$ cat src/rtl/core/a64lsu_pkg.sv
`timescale 1ns / 1ps
// ----------------------------------------------------------------------------
// a64lsu_pkg: shared types and constants of the load/store unit
// Status codes, instruction field constants and the structs that pass
// between the decoder, the banked data memory and the top level.
// ----------------------------------------------------------------------------
package a64lsu_pkg;

   localparam longint unsigned MEM_BYTES_DEF = 64'd65536;

   localparam int BANKS = 8;

   // op field
   localparam logic OP_TRANSFER = 1'b0;
   localparam logic OP_LITERAL  = 1'b1;

   // option bits [15:10] that select register offset
   localparam logic [5:0] REG_OFFSET_OPT = 6'd26;

   typedef enum logic [1:0] {
      STATUS_OK     = 2'd0,
      STATUS_BOUNDS = 2'd1,
      STATUS_MODE   = 2'd2
   } status_type;

   typedef struct packed {
      logic        op;
      logic [31:0] instruction;
      logic [31:0] pc;
      logic [63:0] base_value;
      logic [63:0] offset_value;
      logic [63:0] store_value;
   } req_type;

   typedef struct packed {
      status_type  status;
      logic [31:0] address;
      logic        wide;
      logic        load_write;
      logic        mem_write;
      logic [4:0]  target_reg;
      logic        base_write;
      logic [4:0]  base_reg;
      logic [63:0] base_new_value;
   } dec_type;

   typedef struct packed {
      logic        rd_en;
      logic        wr_en;
      logic        wide;
      logic [31:0] addr;
      logic [63:0] wdata;
   } mem_req_type;

endpackage

$ cat src/rtl/core/a64lsu_decode.sv
`timescale 1ns / 1ps
// ----------------------------------------------------------------------------
// a64lsu_decode: addressing mode decode and bounds check
// Works out the effective address, the base update and the fault status
// of one instruction.
// ----------------------------------------------------------------------------
module a64lsu_decode #(
   parameter longint unsigned MEM_BYTES = a64lsu_pkg::MEM_BYTES_DEF
) (
   input  a64lsu_pkg::req_type req,
   output a64lsu_pkg::dec_type dec
);

   localparam logic [32:0] MEM_LIMIT = 33'(MEM_BYTES);

   logic [31:0] insn;
   logic        wide;
   logic [63:0] simm9;
   logic [31:0] simm19x4;
   logic [31:0] scaled;
   logic [63:0] idx_sum;
   logic        indexed;
   logic        mode_ok;
   logic [31:0] addr;
   logic [32:0] addr_end;
   logic        in_bounds;
   logic        is_load;
   logic        commit;

   assign insn     = req.instruction;
   assign wide     = insn[30];
   assign simm9    = {{55{insn[20]}}, insn[20:12]};
   assign simm19x4 = {{11{insn[23]}}, insn[23:5], 2'b00};
   assign scaled   = wide ? {17'd0, insn[21:10], 3'b000} : {18'd0, insn[21:10], 2'b00};
   assign idx_sum  = req.base_value + simm9;
   assign indexed  = (req.op == a64lsu_pkg::OP_TRANSFER) && !insn[24]
                     && insn[10] && !insn[21];
   assign is_load  = (req.op == a64lsu_pkg::OP_LITERAL) || insn[22];

   always_comb begin
      mode_ok = 1'b1;
      if (req.op == a64lsu_pkg::OP_LITERAL) begin
         addr = req.pc + simm19x4;
      end else if (insn[24]) begin
         addr = req.base_value[31:0] + scaled;
      end else if (indexed) begin
         addr = insn[11] ? idx_sum[31:0] : req.base_value[31:0];
      end else if (insn[15:10] == a64lsu_pkg::REG_OFFSET_OPT && insn[21]) begin
         addr = req.base_value[31:0] + req.offset_value[31:0];
      end else begin
         addr    = 32'd0;
         mode_ok = 1'b0;
      end
   end

   assign addr_end  = {1'b0, addr} + (wide ? 33'd8 : 33'd4);
   assign in_bounds = addr_end <= MEM_LIMIT;
   assign commit    = mode_ok && in_bounds;

   always_comb begin
      if (!mode_ok) begin
         dec.status = a64lsu_pkg::STATUS_MODE;
      end else if (!in_bounds) begin
         dec.status = a64lsu_pkg::STATUS_BOUNDS;
      end else begin
         dec.status = a64lsu_pkg::STATUS_OK;
      end
      dec.address        = addr;
      dec.wide           = wide;
      dec.load_write     = commit && is_load;
      dec.mem_write      = commit && !is_load;
      dec.target_reg     = insn[4:0];
      dec.base_write     = commit && indexed;
      dec.base_reg       = (req.op == a64lsu_pkg::OP_LITERAL) ? 5'd0 : insn[9:5];
      dec.base_new_value = (commit && indexed) ? idx_sum : 64'd0;
   end

endmodule

$ cat config.mk
export PLATFORM = sky130hd
export DESIGN_NAME = a64lsu_decode
export DESIGN_NICKNAME = d
export VERILOG_FILES = /design/src/rtl/core/a64lsu_pkg.sv /design/src/rtl/core/a64lsu_decode.sv
export SDC_FILE = /design/constraint.sdc
export NUM_CORES = 1
export LEC_CHECK = 0
export BUFFER_PORTS_ARGS = -buffer_cell sky130_fd_sc_hd__buf_2
export CAP_MARGIN = 40
export CELL_PAD_IN_SITES_DETAIL_PLACEMENT = 0
export CELL_PAD_IN_SITES_GLOBAL_PLACEMENT = 1
export CORE_MARGIN = 8
export CORE_UTILIZATION = 34
export DETAILED_ROUTE_END_ITERATION = 16
export GPL_TIMING_DRIVEN = 1
export PLACE_DENSITY = 0.85
export SYNTH_ARGS = -nofsm -noshare
export SYNTH_HDL_FRONTEND = slang
export SYNTH_SLANG_ARGS = --single-unit
export TNS_END_PERCENT = 100
$ cat constraint.sdc
create_clock -name vclk -period 9.85
set_input_delay 1.4775 -clock vclk [all_inputs]
set_output_delay 1.4775 -clock vclk [all_outputs]
set_load 0.005 [all_outputs]
# Word-level counts from Yosys, hierarchy flattened
# Index checks and enable logic that the tools add are counted.
word_totals:
  reg_bits: 0
  inputBits: 257
  out_inout_bits: 112
  word_cells: 35
op_classes:
  n_addsub: 5
  n_lt_le_gt_ge: 1
  eq_ne: 1
  n_mux: 15
  bitwise_logic: 1
  n_reduce_logical: 12
ops:
  columns: ["op", "count"]
  rows:
  - ["two-way mux 32 bit", 5]
  - ["adder 32 bit", 2]
  - ["adder 64 bit", 1]
  - ["two-way mux 64 bit", 1]
  - ["adder 32 x 4 -> 33 bit", 1]
  - ["less-or-equal comparator 33 x 17 -> 1 bit, second input constant", 1]
  - ["adder 32 x 15 -> 32 bit", 1]
  - ["two-way mux 15 bit", 1]
  - ["logical AND 1 bit", 8]
  - ["equality test 6 x 5 -> 1 bit, second input constant", 1]
  - ["two-way mux 1 bit", 5]
  - ["two-way mux 5 bit", 1]
  - ["two-way mux 4 bit", 1]
  - ["logical NOT 1 bit", 3]
  - ["two-way mux 2 bit", 1]
  - ["logical OR 1 bit", 1]
  - ["NOT 1 bit", 1]

# Longest topological paths before layout
# Gate-level depths: netlist (run 1).
logic_depth:
  word_depth: 12
  ltp_mapped: 23
  mapped_depth_nobuf: 20

# Worst setup path after synthesis (run 1)
# Ideal clock, no wire load.
synth_timing:
  path_type: "in2out"
  startpoint: "in req[254] (netlist bit)"
  endpoint: "out dec[10] (netlist bit)"
  t_arrival_ps: 6434
  required_ps: 8373
  path_slack_ps: 1938
  stages: 20
  n_path_buf: 4
  path_cell_list: "clkbuf_1 mux2_2 ha_1 a2111o_1 or3b_2 a21oi_1 o31ai_2 xnor2_1 a22oi_1 o21ai_1 nor3_1 nand3_1 nor4_1 mux2_2 o21ai_0 nand2b_1 clkbuf_1 buf_2 buf_4 nor4_2"
synth_rtl:
  columns: ["item", "line_no", "source"]
  rows:
  - ["start: declaration", "a64lsu_decode.sv:10", "input a64lsu_pkg::req_type req,"]
  - ["end: declaration", "a64lsu_decode.sv:11", "output a64lsu_pkg::dec_type dec"]

==> parameters.txt, run 1 <==
Parameter                              Value

Yosys
  Avg Inst Size Synth ... 6.832 um2
  Post-synthesis instance area ... 10,160 um2
  Unique cell type count in the Yosys netlist ... 83
  Number of cells produced by synthesis ... 1,487
  Net Count, Synth ... 1,887
  Sequential fraction of the synthesis area ... 0%
  Warning count from the yosys run ... 0

Critical path
  Origin of the worst setup path ... req[254]
  Kind of capture point of the worst setup path ... primary output
  Worst-path cell chain ... buf_2 -> mux2_2 -> ha_1 -> a2111o_1 -> or3b_2 -> a21oi_1 -> o31ai_2 -> xnor2_1 -> a22oi_1 -> o21ai_1 -> nor3_1 -> nand3_1 -> o31a_1 -> or3_1 -> nor4b_2 -> nand4_1 -> buf_4 -> nor4_1 -> buf_2
  Worst Path Max Fanout ... 68
  Top cell by count, worst path ... sky130_fd_sc_hd__buf_2
  Data arrival at the endpoint of the critical path ... 7.53 ns
  Critical path data required time ... 8.37 ns
  Startpoint type of the worst setup path ... primary input
  Stage delay of the slowest cell on the critical path ... 0.48 ns
  Worst setup path class ... in -> out
  Slowest cell on the critical path ... sky130_fd_sc_hd__or3b_2

Detailed routing
  Per-cell via count in the routed design ... 5.999
  Residual DRC ... 0
  Detailed router's first-iteration violation count ... 885
  Number of iterations in the first detailed-routing pass ... 5
  Routed WL per cell ... 20.21 um
  Remaining number of nets flagged by the antenna check after routing ... 0
  Routed wire length on met2 ... 19,360 um
  Highest signal layer in the routed design ... met5
  Met1 Wirelength ... 18,940 um
  Post-detailed-routing wire length ... 42,020 um
  Met3 wire length ... 2750 um
  Total vias in the final route ... 12,470

Clock network
  Post-CTS resize count ... 0
  Post-CTS setup buffers ... 0
  Quantity of hold-fixing buffers added after cts ... 0

Timing
  Slew at the pin closest to its max-slew limit ... 0.9181 ns
  Count of final max-slew check failures ... 0
  Final worst path period need ... 9.003 ns
  Total Negative Setup Slacks ... 0 ns
  Final-report hold violation count ... 0
  Worst max-slew margin expressed relative to the limit ... 38.79%
  Tcrit/Tclk final ... 91.40%
  Maximum achievable frequency ... 0.1111 GHz
  Worst hold-check slack ... 2.955 ns
  Setup-violating endpoint count in the final report ... 0
  Unrepaired setup endpoints after global routing ... false

Placed design
  Placer congestion estimate ... 0.9329
  Number of input and output port buffers inserted ... 257
  Post-DP HPWL ... 34,920 um

Global route
  Global-route congestion overflow total ... 0
  Pin count of the biggest net entering global routing ... 75
  GRT Total Usage ... 21.87%
  Wire length of the first global-routing pass ... 64,800 um
  Number of antenna violations at the first check in global routing ... 7
  Number of global-route vias before repair ... 12,170

Die
  Die Wd ... 188.9 um
  Die ar. ... 35,670 um2
  Total number of placement rows ... 63
  Initial core utilization ... 34.37%
  Overall die height ... 188.9 um
  Top-Level Pins ... 369
  Core outline area ... 29,560 um2

Final layout
  Num sequential ... 0
  Combined area of the multi-input logic cells ... 9638 um2
  CLK BUF ... 0
  Register area ... 0 um2
  # nets final ... 2,089
  Post-synthesis to final-layout area growth ... 15.68%
  Share of post-route cells with drive strength above 1 ... 20.21%
  Fill cell count ... 3,166

Min path
  Hold Path Depth ... 0
  Beginning of the worst hold path ... req[225]
  Hold Path End ... dec[71]
  Worst min-delay path category ... in -> out

Pwr
  Areal power density over the cells ... 64.89 nW/um2
  Worst voltage drop across the vdd grid ... 0.01993 mV
  Static Leak ... 5.263 nW

Outcome
  Outcome ... finished clean

Job
  Maxcap violations ... 0
logic make-up (layout without fill, tap and decap cells):
group                    count (synthesis)  count (layout)  synth area share (%)
XOR/XNOR                               117             117                 10.09
AO/OA/AOI/OAI                          538             538                 35.23
multiplexers                            26              26                 2.722
other                                    0               2                     0
AND/OR/NAND/NOR                        538             538                 28.82
buffers and inverters                  125             325                 5.160
adder cells (fa/ha/maj)                143             143                 17.98
report_power, final:
part	total, W	internal (W)	switching [W]
combinational	0.000763	0.000298	0.000464
clock	0.0000000000272	0.0000000000272	0
sequential	0	0	0
total	0.000763	0.000298	0.000464
layout make-up:
type / instances / area share, %
antenna: 2 / 0.04258
inverter: 50 / 1.597
tap: 390 / 4.152
multi-input combinational: 1362 / 82.01
timing repair buffer: 275 / 12.20
cell usage after synthesis, types with 18 or more instances:
cell type	count	area share [%]
sky130_fd_sc_hd__a211oi_1	18	1.3
sky130_fd_sc_hd__a21o_1	54	4.0
sky130_fd_sc_hd__a21oi_1	157	7.7
sky130_fd_sc_hd__a31oi_1	19	1.2
sky130_fd_sc_hd__and2_1	22	1.4
sky130_fd_sc_hd__and3_1	24	1.5
sky130_fd_sc_hd__clkbuf_1	51	1.9
sky130_fd_sc_hd__ha_1	138	17
sky130_fd_sc_hd__inv_1	50	1.8
sky130_fd_sc_hd__nand2_1	132	4.9
sky130_fd_sc_hd__nand2b_1	22	1.4
sky130_fd_sc_hd__nand3_1	39	1.9
sky130_fd_sc_hd__nand4_1	24	1.5
sky130_fd_sc_hd__nor2_1	88	3.3
sky130_fd_sc_hd__nor2b_1	18	1.1
sky130_fd_sc_hd__nor3_1	42	2.1
sky130_fd_sc_hd__nor4_1	48	3.0
sky130_fd_sc_hd__nor4_2	20	2.5
sky130_fd_sc_hd__o211ai_1	25	1.8
sky130_fd_sc_hd__o21a_1	19	1.4
sky130_fd_sc_hd__o21ai_0	82	4.0
sky130_fd_sc_hd__xnor2_1	58	5.0
sky130_fd_sc_hd__xor2_1	59	5.1
metrics by stage:
step | worst slack (ns) | util [%] | cells | power [W] | cell area [um2]
floorplan | 1.938 | - | 1487 | 0.0005260 | 10160
global placement | 1.001 | 39.74 | 2077 | 0.0007421 | 11750
detailed placement | 0.9149 | 39.74 | 2077 | 0.0007468 | 11750
CTS | 0.8934 | 39.74 | 2077 | 0.0007527 | 11750
global route | 0.5436 | 39.75 | 2078 | 0.0008380 | 11750
finish | 0.8470 | 39.76 | 2079 | 0.0007626 | 11750
cell usage in the layout, fill, tap and decap left out, types with 12 or more instances in the layout:
cell	synthesis	routed
sky130_fd_sc_hd__inv_1	50	50
sky130_fd_sc_hd__a31oi_1	19	19
sky130_fd_sc_hd__and3_1	24	24
sky130_fd_sc_hd__a21oi_1	157	157
sky130_fd_sc_hd__nor2_1	88	88
sky130_fd_sc_hd__xor2_1	59	59
sky130_fd_sc_hd__o31ai_1	14	14
sky130_fd_sc_hd__xnor2_1	58	58
sky130_fd_sc_hd__o21bai_1	12	12
sky130_fd_sc_hd__a211oi_1	18	18
sky130_fd_sc_hd__nand2b_1	22	21
sky130_fd_sc_hd__nand2_1	132	132
sky130_fd_sc_hd__o21ai_1	13	13
sky130_fd_sc_hd__buf_2	8	257
sky130_fd_sc_hd__nor3_1	42	42
sky130_fd_sc_hd__mux2i_1	13	13
sky130_fd_sc_hd__mux2_2	13	13
sky130_fd_sc_hd__nor4_1	48	48
sky130_fd_sc_hd__o21a_1	19	19
sky130_fd_sc_hd__and2_1	22	22
sky130_fd_sc_hd__nand3_1	39	39
sky130_fd_sc_hd__o211ai_1	25	25
sky130_fd_sc_hd__or3_1	12	12
sky130_fd_sc_hd__a21o_1	54	54
sky130_fd_sc_hd__nand4_1	24	24
sky130_fd_sc_hd__nor4_2	20	20
sky130_fd_sc_hd__nor2b_1	18	18
sky130_fd_sc_hd__buf_4	8	17
sky130_fd_sc_hd__o21ai_0	82	82
sky130_fd_sc_hd__ha_1	138	138
critical path, delay by kind of cell:
family,cells,cell delay (ns)
compound gates,6,1.63
xor+xnor,1,0.17
fa+ha+maj,1,0.36
buf+inv,3,0.84
mux,1,0.38
simple gates,7,2.57
metal layers:
metal,vias up,GRT usage [%]
met3,60,2.907
li1,6145,-
met1,5785,29.10
met2,472,37.01
met5,-,0
met4,10,4.720
worst max path at each step:
stage / cells past startpoint / endpoint / slack [ns]
after floorplan: 20 / dec[10] / 1.94
after global placement: 19 / dec[45] / 1.00
after detailed placement: 19 / dec[45] / 0.91
after CTS: 19 / dec[45] / 0.89
after global routing: 20 / dec[2] / 0.54
final: 19 / dec[2] / 0.85
Note: power is estimated with default switching activity, not from simulation.
==> run 2, diff against run 1 <==
--- a/config.mk
+++ b/config.mk
@@ -9,7 +9,7 @@
 export CAP_MARGIN = 40
 export CELL_PAD_IN_SITES_DETAIL_PLACEMENT = 0
 export CELL_PAD_IN_SITES_GLOBAL_PLACEMENT = 1
-export CORE_MARGIN = 8
+export CORE_MARGIN = 1
 export CORE_UTILIZATION = 34
 export DETAILED_ROUTE_END_ITERATION = 16
 export GPL_TIMING_DRIVEN = 1
==> parameters.txt, run 2 (synthesis gave the netlist of run 1 again) <==
Parameter                              Value

Outcome
  Outcome ... finished clean

Critical path
  Kind of capture point of the worst setup path ... primary output
  Startpoint type of the worst setup path ... primary input
  Stage delay of the slowest cell on the critical path ... 0.47 ns
  Worst setup path class ... in -> out
  Worst-path cell chain ... buf_2 -> mux2_2 -> ha_1 -> a2111o_1 -> or3b_2 -> a21oi_1 -> o31ai_2 -> xnor2_1 -> a22oi_1 -> o21ai_1 -> nor3_1 -> nand3_1 -> nor4_1 -> buf_4 -> mux2_2 -> o21ai_0 -> nand2b_2 -> buf_12 -> nor4_1 -> buf_2
  Worst Path Max Fanout ... 21
  Data arrival at the endpoint of the critical path ... 7.61 ns
  Critical path data required time ... 8.37 ns
  Slowest cell on the critical path ... sky130_fd_sc_hd__or3b_2

Timing
  Count of final max-slew check failures ... 0
  Slew at the pin closest to its max-slew limit ... 0.9471 ns
  Min setup slack post-route ... 0.7610 ns
  Tcrit/Tclk final ... 92.27%
  Setup-violating endpoint count in the final report ... 0
  Final worst path period need ... 9.089 ns
  Final-report hold violation count ... 0
  Maximum achievable frequency ... 0.1100 GHz
  Total Negative Setup Slacks ... 0 ns
  Unrepaired setup endpoints after global routing ... false
  Worst max-slew margin expressed relative to the limit ... 36.86%

Min path
  Hold Path Depth ... 0
  Beginning of the worst hold path ... req[225]
  Worst min-delay path category ... in -> out
  Hold Path End ... dec[71]

Final layout
  Top library cells by usage in the layout, fill and taps aside ... sky130_fd_sc_hd__buf_2 (257), sky130_fd_sc_hd__a21oi_1 (157), sky130_fd_sc_hd__ha_1 (138)
  Most frequent standard cell in the layout excluding fill and tap cells ... sky130_fd_sc_hd__buf_2
  Num sequential ... 0
  CLK BUF ... 0
  Register area ... 0 um2
  # nets final ... 2,090
  Final core utilization ... 40.57%
  Share of post-route cells with drive strength above 1 ... 20.26%
  Post-synthesis to final-layout area growth ... 15.85%

Clock network
  Quantity of hold-fixing buffers added after cts ... 0
  Post-CTS resize count ... 0
  Post-CTS setup buffers ... 0

Global route
  Pin count of the biggest net entering global routing ... 75
  Global-route congestion overflow total ... 0
  Number of global-route vias before repair ... 11,650
  GRT Total Usage ... 24.57%
  Wire length of the first global-routing pass ... 61,290 um
  Number of antenna violations at the first check in global routing ... 5

Detailed routing
  Detailed router's first-iteration violation count ... 1,001
  Residual DRC ... 0
  Routed WL per cell ... 19.10 um
  Remaining number of nets flagged by the antenna check after routing ... 0
  Post-detailed-routing wire length ... 39,650 um
  Total vias in the final route ... 12,440
  Per-cell via count in the routed design ... 5.990
  Number of iterations in the first detailed-routing pass ... 6

Pwr
  Design Power ... 0.0007584 W
  Worst voltage drop across the vdd grid ... 0.02370 mV
  Areal power density over the cells ... 64.44 nW/um2
  Static Leak ... 5.274 nW

Die
  Total number of placement rows ... 62
  Die Wd ... 174.9 um
  Initial core utilization ... 35.02%
  Die ar. ... 30,580 um2
  Top-Level Pins ... 369
  Core outline area ... 29,010 um2
  Overall die height ... 174.9 um

Placed design
  Post-DP HPWL ... 32,920 um
  Worst slack at placement ... 0.8274 ns
  Placer congestion estimate ... 0.9483
  Number of input and output port buffers inserted ... 257

Job
  Maxcap violations ... 0
## run 2: cell types whose count changed in the layout (fill, tap and decap cells not counted), sizes merged
cell	delta
buf	+1
diode	+2
## run 2: routing by layer
layer | routed length, um | track usage (%) | part of all wire, % | up-vias
met1 | 17730 | 33.18 | 45 | 5730
met3 | 2834 | 2.437 | 7.1 | 54
met2 | 18150 | 41.90 | 46 | 498
met5 | 25 | 0 | 0.063 | -
met4 | 897 | 5.326 | 2.3 | 4
li1 | - | - | - | 6149
## run 2: how the worst max path moves through the flow
| stage | startpoint | end | slack [ns] | depth (start not counted) |
|---|---|---|---|---|
| after floorplan | req[254] | dec[10] | 1.94 | 20 |
| after global placement | req[254] | dec[45] | 0.92 | 20 |
| after global routing | req[254] | dec[44] | 0.47 | 20 |
| final | req[254] | dec[45] | 0.76 | 20 |
| after CTS | req[254] | dec[45] | 0.81 | 20 |
| after detailed placement | req[254] | dec[45] | 0.83 | 20 |
## run 2: layout make-up
type,count,area (um2)
Antenna cell,4,10.01
Fill cell,3169,17240
Inverter,50,187.7
Multi-Input combinational cell,1362,9638
Tap cell,384,480.5
Timing Repair Buffer,276,1454
## run 2: through the flow
stage / area (um2) / hold WS [ns] / cells
finish: 11770 / 2.955 / 2076
global route: 11770 / 2.955 / 2074
CTS: 11760 / 2.955 / 2072
detailed placement: 11760 / 2.955 / 2072
global placement: 11760 / 2.955 / 2072
floorplan: 10160 / 3.036 / 1487
## run 2: where the power goes
group / total, W / switching (W) / leakage [nW] / internal, W
registers: 0 / 0 / 0 / 0
logic: 0.000758 / 0.000460 / 5.27 / 0.000299
clock network: 0.0000000000544 / 0 / 0.0000254 / 0.0000000000544
total: 0.000758 / 0.000460 / 5.27 / 0.000299
## run 2: worst max-delay path, delay by kind of cell
| kind | cells | cell delay [ns] |
|---|---|---|
| AND/OR/NAND/NOR | 6 | 2.37 |
| XOR/XNOR | 1 | 0.18 |
| adder cells (fa/ha/maj) | 1 | 0.37 |
| AO/OA/AOI/OAI | 6 | 1.48 |
| buffers and inverters | 4 | 1.00 |
| multiplexers | 2 | 0.71 |
